--- src/rtl/trle_pkg.sv ---
// trle_pkg: types and constants shared by the tga run-length pixel decoder
// no dependencies
`timescale 1ns / 1ps

package trle_pkg;

  // decoder phases
  localparam logic [2:0] PH_IDLE   = 3'd0;
  localparam logic [2:0] PH_HEADER = 3'd1;
  localparam logic [2:0] PH_PACKET = 3'd2;
  localparam logic [2:0] PH_COLOUR = 3'd3;
  localparam logic [2:0] PH_DONE   = 3'd4;

  // result status codes
  localparam logic [1:0] ST_PIXELS     = 2'd0;
  localparam logic [1:0] ST_BAD_HEADER = 2'd1;
  localparam logic [1:0] ST_OVERRUN    = 2'd2;

  // header layout and packet decode
  localparam logic [2:0] HDR_LAST_BYTE = 3'd5;
  localparam logic [7:0] DEPTH_RGB     = 8'd24;
  localparam logic [7:0] DEPTH_RGBA    = 8'd32;
  localparam logic [7:0] RUN_FLAG      = 8'd128;
  localparam logic [7:0] RUN_BIAS      = 8'd127;
  localparam logic [7:0] ALPHA_OPAQUE  = 8'd255;

  localparam int unsigned OUT_TDATA_W = 80;

  typedef struct packed {
    logic       start_of_image;
    logic [7:0] data_byte;
  } trle_item_t;

  typedef struct packed {
    logic        last_of_image;
    logic [1:0]  status;
    logic [31:0] pixel_index;
    logic [7:0]  repeat_count;
    logic [7:0]  alpha;
    logic [7:0]  blue;
    logic [7:0]  green;
    logic [7:0]  red;
  } trle_result_t;

endpackage

--- src/rtl/trle_in_reg.sv ---
// trle_in_reg: input register stage of the decoder
// depends on trle_pkg
`timescale 1ns / 1ps

module trle_in_reg
  import trle_pkg::*;
(
  input  logic       clk_i,
  input  logic       rst_ni,
  input  logic       valid_i,
  output logic       ready_o,
  input  trle_item_t item_i,
  output logic       valid_o,
  input  logic       pop_i,
  output trle_item_t item_o
);

  logic       valid_q, valid_d;
  trle_item_t item_q;

  // takes a new transaction when empty or when the held one leaves this cycle
  assign ready_o = !valid_q || pop_i;
  assign valid_d = (valid_i && ready_o) ? 1'b1 : (valid_q && !pop_i);

  always_ff @(posedge clk_i or negedge rst_ni) begin
    if (!rst_ni) begin
      valid_q <= 1'b0;
    end else begin
      valid_q <= valid_d;
    end
  end

  always_ff @(posedge clk_i) begin
    if (valid_i && ready_o) begin
      item_q <= item_i;
    end
  end

  assign valid_o = valid_q;
  assign item_o  = item_q;

endmodule

--- src/rtl/trle_core.sv ---
// trle_core: header, packet and colour-byte decode with the decoder state
// depends on trle_pkg
`timescale 1ns / 1ps

module trle_core
  import trle_pkg::*;
(
  input  logic         clk_i,
  input  logic         rst_ni,
  input  logic         fire_i,
  input  trle_item_t   item_i,
  output logic         res_valid_o,
  output trle_result_t res_o
);

  logic [2:0]  phase_q, phase_d;
  logic [2:0]  hbc_q, hbc_d;
  logic [15:0] width_q, width_d;
  logic [15:0] height_q, height_d;
  logic        has_alpha_q, has_alpha_d;
  logic [31:0] pix_left_q, pix_left_d;
  logic [31:0] next_idx_q, next_idx_d;
  logic        is_run_q, is_run_d;
  logic [7:0]  pkt_left_q, pkt_left_d;
  logic [1:0]  cbc_q, cbc_d;
  logic [23:0] colour_q, colour_d;

  // state as seen after a possible restart
  logic [2:0]  ph;
  logic [2:0]  hbc;
  logic [15:0] wid;
  logic [15:0] hgt;
  logic        has_a;
  logic [31:0] pl;
  logic [31:0] nidx;
  logic        run;
  logic [7:0]  ppl;
  logic [1:0]  cbc;
  logic [23:0] cb;

  logic [7:0]  b;
  logic [7:0]  depth;
  logic        hdr_ok;
  logic [31:0] area;
  logic [23:0] cb_new;
  logic [7:0]  alpha;
  logic        do_emit;
  logic [7:0]  rep;
  logic        overrun;
  logic [7:0]  clip;
  logic        last;
  logic        emit;
  trle_result_t res;

  assign b      = item_i.data_byte;
  assign depth  = cb[7:0];
  assign hdr_ok = (wid != 16'd0) && (hgt != 16'd0) &&
                  ((depth == DEPTH_RGB) || (depth == DEPTH_RGBA));
  assign area   = 32'(wid) * 32'(hgt);

  always_comb begin
    ph    = phase_q;
    hbc   = hbc_q;
    wid   = width_q;
    hgt   = height_q;
    has_a = has_alpha_q;
    pl    = pix_left_q;
    nidx  = next_idx_q;
    run   = is_run_q;
    ppl   = pkt_left_q;
    cbc   = cbc_q;
    cb    = colour_q;
    if (item_i.start_of_image) begin
      ph    = PH_HEADER;
      hbc   = '0;
      wid   = '0;
      hgt   = '0;
      has_a = 1'b0;
      pl    = '0;
      nidx  = '0;
      run   = 1'b0;
      ppl   = '0;
      cbc   = '0;
      cb    = '0;
    end

    phase_d     = ph;
    hbc_d       = hbc;
    width_d     = wid;
    height_d    = hgt;
    has_alpha_d = has_a;
    pix_left_d  = pl;
    next_idx_d  = nidx;
    is_run_d    = run;
    pkt_left_d  = ppl;
    cbc_d       = cbc;
    colour_d    = cb;

    res     = '0;
    emit    = 1'b0;
    cb_new  = cb;
    alpha   = ALPHA_OPAQUE;
    do_emit = 1'b0;
    rep     = 8'd1;
    overrun = 1'b0;
    clip    = 8'd0;
    last    = 1'b0;

    case (ph)
      PH_HEADER: begin
        case (hbc)
          3'd0: width_d  = {8'd0, b};
          3'd1: width_d  = {b, wid[7:0]};
          3'd2: height_d = {8'd0, b};
          3'd3: height_d = {b, hgt[7:0]};
          3'd4: colour_d = {16'd0, b};
          default: ;
        endcase
        if (hbc < HDR_LAST_BYTE) begin
          hbc_d = 3'(hbc + 3'd1);
        end else begin
          colour_d = '0;
          if (!hdr_ok) begin
            phase_d            = PH_DONE;
            emit               = 1'b1;
            res.status         = ST_BAD_HEADER;
            res.last_of_image  = 1'b1;
          end else begin
            has_alpha_d = (depth == DEPTH_RGBA);
            pix_left_d  = area;
            next_idx_d  = '0;
            phase_d     = PH_PACKET;
          end
        end
      end
      PH_PACKET: begin
        if (b < RUN_FLAG) begin
          is_run_d   = 1'b0;
          pkt_left_d = 8'(b + 8'd1);
        end else begin
          is_run_d   = 1'b1;
          pkt_left_d = 8'(b - RUN_BIAS);
        end
        cbc_d    = '0;
        colour_d = '0;
        phase_d  = PH_COLOUR;
      end
      PH_COLOUR: begin
        if (cbc != 2'd3) begin
          case (cbc)
            2'd0:    cb_new[7:0]   = cb[7:0] | b;
            2'd1:    cb_new[15:8]  = cb[15:8] | b;
            default: cb_new[23:16] = cb[23:16] | b;
          endcase
          cbc_d    = 2'(cbc + 2'd1);
          colour_d = cb_new;
          do_emit  = (cbc == 2'd2) && !has_a;
        end else begin
          alpha   = b;
          do_emit = 1'b1;
        end
        if (do_emit) begin
          rep     = run ? ppl : 8'd1;
          overrun = {24'd0, ppl} > pl;
          clip    = ({24'd0, rep} < pl) ? rep : pl[7:0];
          last    = overrun || ({24'd0, clip} == pl);

          emit              = 1'b1;
          res.red           = cb_new[23:16];
          res.green         = cb_new[15:8];
          res.blue          = cb_new[7:0];
          res.alpha         = alpha;
          res.repeat_count  = clip;
          res.pixel_index   = nidx;
          res.status        = overrun ? ST_OVERRUN : ST_PIXELS;
          res.last_of_image = last;

          next_idx_d = nidx + {24'd0, clip};
          pix_left_d = pl - {24'd0, clip};
          pkt_left_d = 8'(ppl - rep);
          cbc_d      = '0;
          colour_d   = '0;
          if (last) begin
            phase_d = PH_DONE;
          end else if (pkt_left_d == 8'd0) begin
            phase_d = PH_PACKET;
          end
        end
      end
      default: ;
    endcase
  end

  always_ff @(posedge clk_i or negedge rst_ni) begin
    if (!rst_ni) begin
      phase_q     <= PH_IDLE;
      hbc_q       <= '0;
      width_q     <= '0;
      height_q    <= '0;
      has_alpha_q <= 1'b0;
      pix_left_q  <= '0;
      next_idx_q  <= '0;
      is_run_q    <= 1'b0;
      pkt_left_q  <= '0;
      cbc_q       <= '0;
      colour_q    <= '0;
    end else if (fire_i) begin
      phase_q     <= phase_d;
      hbc_q       <= hbc_d;
      width_q     <= width_d;
      height_q    <= height_d;
      has_alpha_q <= has_alpha_d;
      pix_left_q  <= pix_left_d;
      next_idx_q  <= next_idx_d;
      is_run_q    <= is_run_d;
      pkt_left_q  <= pkt_left_d;
      cbc_q       <= cbc_d;
      colour_q    <= colour_d;
    end
  end

  assign res_valid_o = fire_i && emit;
  assign res_o       = res;

endmodule

--- src/rtl/trle_out_buf.sv ---
// trle_out_buf: two-entry result register that decouples the decoder from the sink
// depends on trle_pkg
`timescale 1ns / 1ps

module trle_out_buf
  import trle_pkg::*;
(
  input  logic         clk_i,
  input  logic         rst_ni,
  input  logic         push_i,
  input  trle_result_t res_i,
  output logic         ready_o,
  output logic         valid_o,
  input  logic         pop_i,
  output trle_result_t res_o
);

  trle_result_t ent_q [2];
  logic         wr_ptr_q, wr_ptr_d;
  logic         rd_ptr_q, rd_ptr_d;
  logic [1:0]   cnt_q, cnt_d;
  logic         do_pop;

  assign ready_o = (cnt_q != 2'd2);
  assign valid_o = (cnt_q != 2'd0);
  assign res_o   = ent_q[rd_ptr_q];
  assign do_pop  = valid_o && pop_i;

  always_comb begin
    wr_ptr_d = push_i ? !wr_ptr_q : wr_ptr_q;
    rd_ptr_d = do_pop ? !rd_ptr_q : rd_ptr_q;
    cnt_d    = 2'(cnt_q + {1'b0, push_i} - {1'b0, do_pop});
  end

  always_ff @(posedge clk_i or negedge rst_ni) begin
    if (!rst_ni) begin
      wr_ptr_q <= 1'b0;
      rd_ptr_q <= 1'b0;
      cnt_q    <= '0;
    end else begin
      wr_ptr_q <= wr_ptr_d;
      rd_ptr_q <= rd_ptr_d;
      cnt_q    <= cnt_d;
    end
  end

  always_ff @(posedge clk_i) begin
    if (push_i) begin
      ent_q[wr_ptr_q] <= res_i;
    end
  end

endmodule

--- src/rtl/tga_rle_pixel_decoder_top.sv ---
// a result passes through the input register and the result buffer before it is shown on the master side
// throughput: one byte per cycle while the result buffer has room; the only loop is the decode state update
// a two-entry result buffer keeps the input flowing while a result waits for tready
// reset: asynchronous, active low; decoder returns to idle and waits for start_of_image
// top level of the tga run-length pixel decoder
// depends on trle_pkg, trle_in_reg, trle_core, trle_out_buf
`timescale 1ns / 1ps

module tga_rle_pixel_decoder_top
  import trle_pkg::*;
(
  input  logic                   clk_i,
  input  logic                   rst_ni,
  input  logic                   s_axis_tvalid,
  output logic                   s_axis_tready,
  input  logic [7:0]             s_axis_tdata,  // [7:0] data_byte
  input  logic [0:0]             s_axis_tuser,  // [0] start_of_image
  output logic                   m_axis_tvalid,
  input  logic                   m_axis_tready,
  // [7:0] red, [15:8] green, [23:16] blue, [31:24] alpha, [39:32] repeat_count,
  // [71:40] pixel_index, [73:72] status, [79:74] zero
  output logic [OUT_TDATA_W-1:0] m_axis_tdata,
  output logic                   m_axis_tlast   // last_of_image
);

  trle_item_t   in_item;
  trle_item_t   reg_item;
  logic         reg_valid;
  logic         obuf_ready;
  logic         fire;
  logic         res_valid;
  trle_result_t res;
  trle_result_t out_res;

  assign in_item.data_byte      = s_axis_tdata;
  assign in_item.start_of_image = s_axis_tuser[0];

  // decode one held byte per cycle while the result buffer has room
  assign fire = reg_valid && obuf_ready;

  trle_in_reg u_in_reg (
    .clk_i   (clk_i),
    .rst_ni  (rst_ni),
    .valid_i (s_axis_tvalid),
    .ready_o (s_axis_tready),
    .item_i  (in_item),
    .valid_o (reg_valid),
    .pop_i   (fire),
    .item_o  (reg_item)
  );

  trle_core u_core (
    .clk_i       (clk_i),
    .rst_ni      (rst_ni),
    .fire_i      (fire),
    .item_i      (reg_item),
    .res_valid_o (res_valid),
    .res_o       (res)
  );

  trle_out_buf u_out_buf (
    .clk_i   (clk_i),
    .rst_ni  (rst_ni),
    .push_i  (res_valid),
    .res_i   (res),
    .ready_o (obuf_ready),
    .valid_o (m_axis_tvalid),
    .pop_i   (m_axis_tready),
    .res_o   (out_res)
  );

  assign m_axis_tdata = {6'd0, out_res.status, out_res.pixel_index, out_res.repeat_count,
                         out_res.alpha, out_res.blue, out_res.green, out_res.red};
  assign m_axis_tlast = out_res.last_of_image;

endmodule

--- config.mk ---
export PLATFORM = sky130hd
export DESIGN_NAME = tga_rle_pixel_decoder_top
export DESIGN_NICKNAME = d
export VERILOG_FILES = /design/src/rtl/trle_pkg.sv /design/src/rtl/trle_in_reg.sv /design/src/rtl/trle_core.sv /design/src/rtl/trle_out_buf.sv /design/src/rtl/tga_rle_pixel_decoder_top.sv
export SDC_FILE = /design/constraint.sdc
export NUM_CORES = 1
export LEC_CHECK = 0
export ABC_AREA = 1
export BUFFER_PORTS_ARGS = -buffer_cell sky130_fd_sc_hd__buf_2
export CAP_MARGIN = 15
export CORE_UTILIZATION = 55
export CTS_BUF_LIST = sky130_fd_sc_hd__clkbuf_8
export DETAILED_ROUTE_END_ITERATION = 8
export PLACE_DENSITY = 0.75
export SYNTH_ARGS = -nofsm -noshare
export SYNTH_HDL_FRONTEND = slang
export SYNTH_SLANG_ARGS = --single-unit
export TNS_END_PERCENT = 30
--- constraint.sdc ---
create_clock -name clk_i -period 8.01 [get_ports clk_i]
set_input_delay 0.801 -clock clk_i [delete_from_list [all_inputs] [get_ports clk_i]]
set_output_delay 0.801 -clock clk_i [all_outputs]
set_load 0.005 [all_outputs]
* Word-level counts from Yosys, hierarchy flattened *
Memories as Yosys holds them, arrays and structs flattened.
Index checks and enable logic that the tools add are counted.

storage, ports and cells
  flip-flop bits (word level) = 152
  latch bits = 0
  memory bits (writable) = 150
  bits in read-only memories = 0
  input port bits = 13
  output and inout bits = 83
  word-level logic and storage cells = 140
  memories kept = 1

operators by class
  $add $sub $neg = 9
  multipliers = 1
  div/mod/pow operators = 0
  order comparisons = 4
  equal/unequal tests = 14
  shift operators = 0
  mux-type cells = 68
  bitwise operators = 3
  reductions and logical operators = 23

memory list
  name             words  bits a word  rd ports  clocked after memory_dff  wr ports  RTL line            RTL
  u_out_buf.ent_q  2      75           1         0                         1         trle_out_buf.sv:18  trle_result_t ent_q [2];

operators by type and width
  operator                                                               number
  32-bit 2-to-1 mux                                                      8
  32-bit one-hot mux with 2 select lines                                 2
  24-bit 2-to-1 mux                                                      5
  75-bit 2-to-1 mux                                                      1
  72-bit 2-to-1 mux                                                      1
  8-bit 2-to-1 mux                                                       9
  24-bit one-hot mux with 3 select lines                                 1
  16-bit 2-to-1 mux                                                      4
  16-bit one-hot mux with 2 select lines                                 2
  3-bit 2-to-1 mux                                                       11
  32-bit by 8-bit adder with 32-bit output                               1
  8-bit by 32-bit equality test with 1-bit output                        1
  8-bit by 32-bit greater-than comparator with 1-bit output              1
  8-bit by 32-bit less-than comparator with 1-bit output                 1
  16-bit by 16-bit multiplier with 32-bit output                         1
  16-bit nonzero test                                                    2
  32-bit by 8-bit subtractor with 32-bit output                          1
  8-bit OR                                                               3
  8-bit one-hot mux with 2 select lines                                  1
  1-bit 2-to-1 mux                                                       15
  3-bit by 2-bit equality test with 1-bit output, second input constant  4
  3-bit one-hot mux with 3 select lines                                  1
  8-bit by 1-bit adder with 8-bit output, second input constant          1
  8-bit by 5-bit equality test with 1-bit output, second input constant  1
  other kinds (26)                                                       44

* Depth between registers and ports, before layout *
Gate-level depths: netlist of run 1.

  depth in word-level cells = 10
  depth in mapped cells = 36
  gate-level depth less buffers = 31

* Hierarchy *
From an unflattened synthesis of run 1, not the netlist that was laid out.

unflattened totals
  cell total of the unflattened synthesis = 3,599
  area, all modules = 26,761.9 um2

by module, submodules not included
  module                     instances  cells each  area each (um2)  sequential area each (um2)
  trle_core                  1          3,153       20,691.1         3,453.3
  trle_out_buf               1          422         5,699.2          4,604.4
  trle_in_reg                1          15          315.3            295.3
  tga_rle_pixel_decoder_top  1          9           56.3             0.0

* Worst setup path after synthesis of run 1 *
Ideal clock, no wire load.

  path kind = register to register
  start = register u_in_reg.item_q (netlist bit u_in_reg.item_o[8])
  end = register u_core.pix_left_q[27]
  library setup time = 0.113 ns
  data arrival time = 6.266 ns
  required time = 7.897 ns
  slack = 1.631 ns
  cell stages (with the launch flop) = 33
  path buffers = 6
  clock period less this slack = 6.379 ns
  cell sequence = edfxtp_1 > inv_2 > buf_6 > buf_12 > buf_12 > buf_2 > buf_2 > nand2_1 > inv_1 > buf_2 > nand2_1 > fa_1 > inv_1 > fa_1 > inv_1 > fa_1 > inv_1 > fa_1 > fa_1 > inv_1 > fa_1 > inv_1 > ha_1 > nand2_1 > inv_1 > a21oi_1 > nor2_1 > o21ai_0 > nand4_1 > nand3_1 > nand3_1 > nand2_1 > inv_1

between the ends
  longest elaborated chain between the ends = 7
  elaborated cells on any way between the ends = 35

ends and longest elaborated chain
  item                                                                                  RTL line                            RTL
  start: declaration                                                                    trle_in_reg.sv:19                   trle_item_t item_q;
  start signal: assignment                                                              trle_in_reg.sv:35                   item_q <= item_i;
  8-bit 2-to-1 mux, or another cell as far along                                        trle_core.sv:73                     if (item_i.start_of_image) begin
  8-bit 2-to-1 mux, or another cell as far along                                        trle_core.sv:163                    rep = run ? ppl : 8'd1;
  8-bit by 32-bit less-than comparator with 1-bit output, or another cell as far along  trle_core.sv:165                    clip = ({24'd0, rep} < pl) ? rep : pl[7:0];
  8-bit 2-to-1 mux, or another cell as far along                                        trle_core.sv:165
  32-bit by 8-bit subtractor with 32-bit output, or another cell as far along           trle_core.sv:179                    pix_left_d = pl - {24'd0, clip};
  32-bit 2-to-1 mux (on tied branches)                                                  trle_core.sv:162, trle_core.sv:119
  32-bit one-hot mux with 2 select lines (*)                                            trle_core.sv:109                    case (ph)
  end signal: assignment                                                                trle_core.sv:213                    pix_left_q <= pix_left_d;
  end: declaration                                                                      trle_core.sv:21                     logic [31:0] pix_left_q, pix_left_d;

Mark *: on every way between the ends. The rest lies on a longest branch, timed or not. The select of a mux whose other input is x is not followed.
A chain may end at the register's enable or synchronous reset.

* Worst setup path after layout of run 1 *
  start = register u_in_reg.item_q (netlist bit u_in_reg.item_o[8])
  end = register u_core.pix_left_q[16]

The elaborated chain is that of the path after synthesis.

==> results.md, run 1 <==
- CP required: 8.59 ns
- Core Util, Final: 59.73%
- Largest net degree at the start of global routing: 86
- Via-to-Cell Ratio: 5.628
- R2R depth: 25
- TritonCTS clock tree: done
- Power per cell area: 264.4 mW/mm²
- GR Util All Layers: 30.49%
- HP Class: primary input to asynchronous set/reset pin
- Clock Skew: 0.01994 ns
- Die area: 0.04986 mm²
- H-tree Lvls: 2
- WP data arrival: 7.18 ns
- Layout cells sized above 1: 7.650%
- CTS resizes: 0
- Crit share post-route: 82.51%
- Vias post-DR: 24070
- Area added between synthesis and finish: 6.540%
- Status: finished, final reports clean
- Post-synthesis cell area: 0.02694 mm²
- Headroom to the max-slew limit: 32.49%
- Design area: 0.02870 mm²
- Endpoints failing hold: 0
- CTS Sinks: 302
- Synth warnings: 0
- Rows: 80
- Synthesized netlist cell count: 3574
- Initial Utilization: 56.06%
- Post-synth EDFFs: 159
- Final setup violation count: 0
- Cell taking the most area after synthesis: edfxtp_1
- Die height: 223.3 µm
- Final ANT Viol Nets: 0
- Worst-Skew Late Latency: 0.63 ns
- Gr ovfl total: 0
- Root buf cell: clkbuf_8
- Total Nets Final: 3972
- Per-cell routed wire length: 17.41 µm
- Core area: 0.04805 mm²
- LEAKAGE: 14.34 nW
- DRT iter0 DRCs: 2490
- Post-synthesis async set-or-reset flop share: 47.35%
- Chip width: 223.3 µm
- Commonest non-fill, non-tap cell in the layout: nand2_1
- Max Freq: 151.3 MHz
- Clock Pin Slew Worst Setup and Hold Paths: 0.06 ns
- Most used DFF post-synth: edfxtp_1
- Total I/O pin count: 96
- Fill count: 4342
- CTS Buf Count: 49
- Synth top area share: 17.73%
- Minimum clock period: 6.609 ns
- First-pass GRT wire length: 120900 µm
- Most frequent cells in the layout: nand2_1, inv_1, nor2_1, fa_1, nand3_1
- Number of global-route vias before repair: 23130
- Global placement routability congestion: 0.9803
- Peak VDD IR: 152.1 µV
- Top post-synthesis cells by area: edfxtp_1, fa_1, nand2_1
- DRC Markers: 0
- Final wirelength: 74450 µm
- Critical Path Start Type: flop
- Port bufs: 89
- Syn_area_per_cell: 7.537 µm²
- Netlist cell types: 62
- Post-DP Area: 0.02774 mm²
- Setup Fix Bufs, Post-CTS: 0
- Post-synthesis register bit count: 302
- Initial antenna violation count: 1
- CTS Hold Bufs: 0
- Sequential area share after synthesis: 31.01%
- Max FO, Critical Path: 34
- Crit. End Element: flop
- Final slew viol count: 0
- CTS max path bufs: 3
- TNS Setup: 0 ns
- RSZ-0062 raised after global routing: false
- Placed wire-length estimate: 54720 µm
- Worst-margin pin slew: 1.010 ns
- Initial DRT Pass Iterations: 6
- Crit Path Class: flop to flop
- Maxcap violations: 0
-- power by group --
part,switching (W),total (W),internal [W]
clock,0.000644,0.00132,0.000672
sequential,0.000398,0.00243,0.00203
combinational,0.00268,0.00384,0.00116
total,0.00372,0.00759,0.00387
-- registers in the layout, summed over array words and instances, names as in the netlist --
| register | flops |
|---|---|
| u_core.cbc_q | 2 |
| u_core.colour_q | 24 |
| u_core.has_alpha_q | 1 |
| u_core.hbc_q | 3 |
| u_core.height_q | 16 |
| u_core.is_run_q | 1 |
| u_core.next_idx_q | 32 |
| u_core.phase_q | 3 |
| u_core.pix_left_q | 32 |
| u_core.pkt_left_q | 8 |
| u_core.width_q | 16 |
| u_in_reg.item_o | 9 |
| u_in_reg.valid_o | 1 |
| u_out_buf.cnt_q | 2 |
| u_out_buf.ent_q | 150 |
| u_out_buf.rd_ptr_q | 1 |
| u_out_buf.wr_ptr_q | 1 |
-- worst paths after layout --
path,slack (ns),endpoint,from
hold / removal,0.19,u_core.colour_q[12]$_DFFE_PN0P_,rst_ni
setup / recovery,1.40,u_core.pix_left_q[16]$_DFFE_PN0P_,u_in_reg.item_o[8]$_DFFE_PP_
setup reg to reg,1.40,u_core.pix_left_q[16]$_DFFE_PN0P_,u_in_reg.item_o[8]$_DFFE_PP_
hold reg to reg,0.50,u_core.next_idx_q[18]$_DFFE_PN0P_,u_core.next_idx_q[18]$_DFFE_PN0P_
max in group asynchronous,6.31,u_core.next_idx_q[22]$_DFFE_PN0P_,rst_ni
min in group clk_i,0.36,u_in_reg.item_o[2]$_DFFE_PP_,s_axis_tdata[2]
-- Yosys cell counts (3+ instances only) --
cell      count
a21oi_1     162
a21oi_2       3
a221oi_1     11
a22oi_1       6
a311oi_1      6
a31oi_1      21
a32oi_1       3
buf_1        17
buf_2        28
buf_4         9
buf_6        11
clkbuf_1     57
clkinv_1     13
dfrtp_1     143
edfxtp_1    159
fa_1        196
ha_1        144
inv_1       590
inv_2        10
nand2_1     999
nand2_2      20
nand2_4       6
nand3_1     176
nand3_2       5
nand3b_1      6
nand4_1      29
nor2_1      412
nor2_2       20
nor3_1       31
nor3_2        4
o211ai_1      9
o21ai_0     138
o21ai_1      18
o21ai_2       5
o21bai_1      4
o22a_1        5
o22ai_1      28
o32ai_1       5
or2_0         4
or2_2        11
xnor2_1      12
xor2_1       10
-- critical path, cell delays in order, from the launching register on --
cell	delay, ns
edfxtp_1	0.46
inv_4	0.31
nand2_1	0.16
inv_1	0.38
nand2_1	0.14
fa_1	0.57
inv_1	0.06
fa_1	0.50
inv_1	0.05
fa_1	0.54
inv_1	0.06
fa_1	0.46
fa_1	0.54
inv_1	0.05
fa_1	0.53
inv_1	0.04
ha_1	0.36
nand2_1	0.12
nor2_1	0.20
inv_1	0.10
nor3_1	0.23
nand2_1	0.12
a21o_1	0.19
a21oi_1	0.22
o21ai_1	0.11
inv_1	0.06
-- per-stage QoR --
stage | hold slack (ns) | total power, W | setup slack (ns) | instances
after detailed placement | 0.4788 | 0.006193 | 1.459 | 4183
final | 0.1941 | 0.007588 | 1.401 | 4277
after global routing | 0.2471 | 0.008157 | 0.9577 | 4275
after global placement | 0.4738 | 0.006140 | 1.363 | 4183
after CTS | 0.2251 | 0.007522 | 1.450 | 4275
after floorplan | 0.4533 | 0.005017 | 1.631 | 3579
-- routing by layer --
| metal | share of wire (%) | vias to the layer above | wire (µm) | track usage, % |
|---|---|---|---|---|
| met1 | 41 | 11440 | 30830 | 41.38 |
| met2 | 45 | 1102 | 33690 | 48.18 |
| met5 | 0 | - | 0 | 0 |
| li1 | - | 11340 | - | - |
| met3 | 9.2 | 183 | 6821 | 5.439 |
| met4 | 4.2 | 0 | 3098 | 13.04 |
-- kinds of logic after synthesis --
group / count (synthesis) / share of synthesized area, %
compound gates: 439 / 9.332
xor+xnor: 22 / 0.7153
fa+ha+maj: 340 / 21.26
buf+inv: 739 / 11.01
flops: 302 / 31.01
other cells: 1 / 0.01392
simple gates: 1731 / 26.66
-- final cells by class --
class / count / area, µm² / share of cell area (%)
multi-input combinational: 2538 / 15670 / 54.59
sequential: 302 / 8354 / 29.11
inverter: 615 / 2321 / 8.088
clock buffer: 56 / 770.7 / 2.686
tap: 615 / 769.5 / 2.681
timing repair buffer: 113 / 631.9 / 2.202
clock inverter: 36 / 178.9 / 0.6235
antenna: 2 / 5.005 / 0.01744
No activity file was read; power rests on OpenSTA's default activity.
==> run 2: changes to the inputs <==
--- a/config.mk
+++ b/config.mk
@@ -11,7 +11,7 @@
 export CORE_UTILIZATION = 55
 export CTS_BUF_LIST = sky130_fd_sc_hd__clkbuf_8
 export DETAILED_ROUTE_END_ITERATION = 8
-export PLACE_DENSITY = 0.75
+export PLACE_DENSITY = 0.78
 export SYNTH_ARGS = -nofsm -noshare
 export SYNTH_HDL_FRONTEND = slang
 export SYNTH_SLANG_ARGS = --single-unit
==> constraint.sdc (replaced) <==
create_clock -name clk_i -period 5.49 [get_ports clk_i]
set_input_delay 0.549 -clock clk_i [delete_from_list [all_inputs] [get_ports clk_i]]
set_output_delay 0.549 -clock clk_i [all_outputs]
set_load 0.005 [all_outputs]
==> results.md, run 2 (same netlist as run 1, synthesis figures left out) <==
- Final wirelength: 79340 µm (+6.6%)
- Most flop-heavy register: u_out_buf.ent_q
- CP Buf/Inv Count: 7 (-2)
- Worst-Skew Late Latency: 0.65 ns (+0.02 ns)
- Crit Path Class: flop to flop
- Gr ovfl total: 0 (unchanged)
- Clock Skew: 0.03277 ns (+0.01283 ns)
- Crit. End Element: flop
- DRC Markers: 0 (unchanged)
- Failing checks: negative setup slack
- Global placement routability congestion: 0.9729 (-0.75%)
- Peak VDD IR: 233.0 µV (+53%)
- DRT iter0 DRCs: 2614 (+5.0%)
- Minimum clock period: 5.769 ns (-0.8401 ns)
- CP max-delay cell: fa_1
- Chip width: 223.3 µm (unchanged)
- Core area: 0.04805 mm² (unchanged)
- TNS Setup: -3.695 ns (-3.695 ns)
- GR Util All Layers: 31.96% (+1.5 points)
- Via-to-Cell Ratio: 5.628 (about the same)
- Max Freq: 173.3 MHz (+15%)
- Initial antenna violation count: 1 (unchanged)
- Maxcap violations: 0 (unchanged)
- CP delay by family, top: adder cells
- Number of global-route vias before repair: 24040 (+3.9%)
- WP data arrival: 6.30 ns (-0.88 ns)
- Final setup violation count: 22 (+22)
- Worst-margin pin slew: 0.9655 ns (-0.04478 ns)
- Die height: 223.3 µm (unchanged)
- Initial Utilization: 56.06% (unchanged)
- Initial DRT Pass Iterations: 6 (unchanged)
- CP required: 6.02 ns (-2.57 ns)
- Critical Path Start Type: flop
- Max FFs per register: 150 (unchanged)
- Area added between synthesis and finish: 16.92%
- CP max stage delay: 0.58 ns (about the same)
- CTS Buf Count: 50 (+2.0%)
- RSZ-0062 raised after global routing: true
- Total Nets Final: 4185 (+5.4%)
- Worst Setup Slack, final: -0.2793 ns (-1.680 ns)
- Antenna Cells: 0 (-2)
- Final ANT Viol Nets: 0 (unchanged)
- Largest net degree at the start of global routing: 86 (unchanged)
- LEAKAGE: 15.74 nW (+9.8%)
- Status: finished with violations
- Pre-CTS WS: -0.4453 ns (-1.904 ns)
- Layout cells sized above 1: 17.72% (+10 points)
- Top flop regs: u_out_buf.ent_q: 150 flops, u_core.next_idx_q: 32 flops, u_core.pix_left_q: 32 flops
- Endpoints failing hold: 0 (unchanged)
- First-pass GRT wire length: 125700 µm (+4.0%)
- Die area: 0.04986 mm² (unchanged)
- Placed wire-length estimate: 57780 µm (+5.6%)
- HP Class: primary input to flop
- Max FO, Critical Path: 7 (-79%)
- Per-cell routed wire length: 17.68 µm (+1.6%)
- Crit-path most repeated cell: fa_1
- Most frequent cells in the layout: nand2_1, inv_1, nor2_1, buf_4, fa_1
- H-tree Lvls: 2 (unchanged)
- Power per cell area: 380.3 mW/mm² (+44%)
- Total I/O pin count: 96 (unchanged)
- Port bufs: 89 (unchanged)
- TritonCTS clock tree: done
- Clock Pin Slew Worst Setup and Hold Paths: 0.07 ns (about the same)
- Headroom to the max-slew limit: 35.14% (+2.6 points)
- Root buf cell: clkbuf_8
- CTS max path bufs: 3 (unchanged)
- Vias post-DR: 25250 (+4.9%)
- Rows: 80 (unchanged)
- Final slew viol count: 0 (unchanged)
- Commonest non-fill, non-tap cell in the layout: nand2_1
- Crit share post-route: 105.1% (+23 points)
- CTS Sinks: 302 (unchanged)
-- run 2: cell types whose count changed in the layout (fill, tap and decap cells not counted), moves of 24 or more --
cell	delta
inv_2	+24
nand2_2	+28
buf_4	+188
nand2_1	-53
inv_1	-31
nor2_1	-37
-- run 2: path summary, 6_finish.rpt --
| check | startpoint | end | slack, ns | cells past startpoint |
|---|---|---|---|---|
| worst max-delay path | u_in_reg.item_o[8]$_DFFE_PP_ | u_core.pix_left_q[22]$_DFFE_PN0P_ | -0.28 | 25 |
| worst min-delay path | s_axis_tdata[5] | u_in_reg.item_o[5]$_DFFE_PP_ | 0.11 | 1 |
| worst max register to register | u_in_reg.item_o[8]$_DFFE_PP_ | u_core.pix_left_q[22]$_DFFE_PN0P_ | -0.28 | 25 |
| worst min register to register | u_core.next_idx_q[24]$_DFFE_PN0P_ | u_core.next_idx_q[24]$_DFFE_PN0P_ | 0.51 | 2 |
| max in group asynchronous | rst_ni | u_core.next_idx_q[18]$_DFFE_PN0P_ | 3.74 | 3 |
| min in group asynchronous | rst_ni | u_core.colour_q[0]$_DFFE_PN0P_ | 0.47 | 2 |
-- run 2: layout make-up --
cell class                 instances  area (µm²)
clock buffer                      54       743.2
clock inverter                    38       232.7
fill                            3952       16550
inverter                         615        2372
multi-input combinational       2538       16650
sequential                       302        8354
tap                              615       769.5
timing repair buffer             323        2354
timing repair inverter             2       15.01
-- run 2: layer usage --
metal | global-route usage (%) | vias up | part of all wire, %
met4 | 12.26 | 0 | 3.7
met5 | 0 | - | 0
met3 | 5.979 | 223 | 10
met1 | 43.55 | 11920 | 40
li1 | - | 11800 | -
met2 | 50.71 | 1315 | 46
-- run 2: what timing repair did --
action	in CTS	in global routing
hold buffers	1	0
gates resized for setup	122	116
buffers inserted	10	6
endpoints found under the hold margin	60	0
cloned	3	0
pin swaps	48	61
endpoints found under the setup margin	24	36
-- run 2: power breakdown --
part | total (W) | switching [W] | leakage (nW) | internal, W
clock | 0.00200 | 0.000958 | 0.568 | 0.00105
sequential | 0.00337 | 0.000405 | 3.25 | 0.00297
combinational | 0.00660 | 0.00434 | 11.9 | 0.00226
-- run 2: through the flow --
stage	hold slack [ns]	power (W)	util, %	cells	area (µm²)
after floorplan	0.2534	0.007399	-	3579	27320
after global placement	0.4701	0.009474	61.44	4375	29520
after detailed placement	0.4909	0.009602	61.44	4375	29520
after CTS	0.07362	0.01174	64.55	4481	31020
after global routing	0.09897	0.01281	65.55	4487	31490
final	0.1082	0.01198	65.55	4487	31490
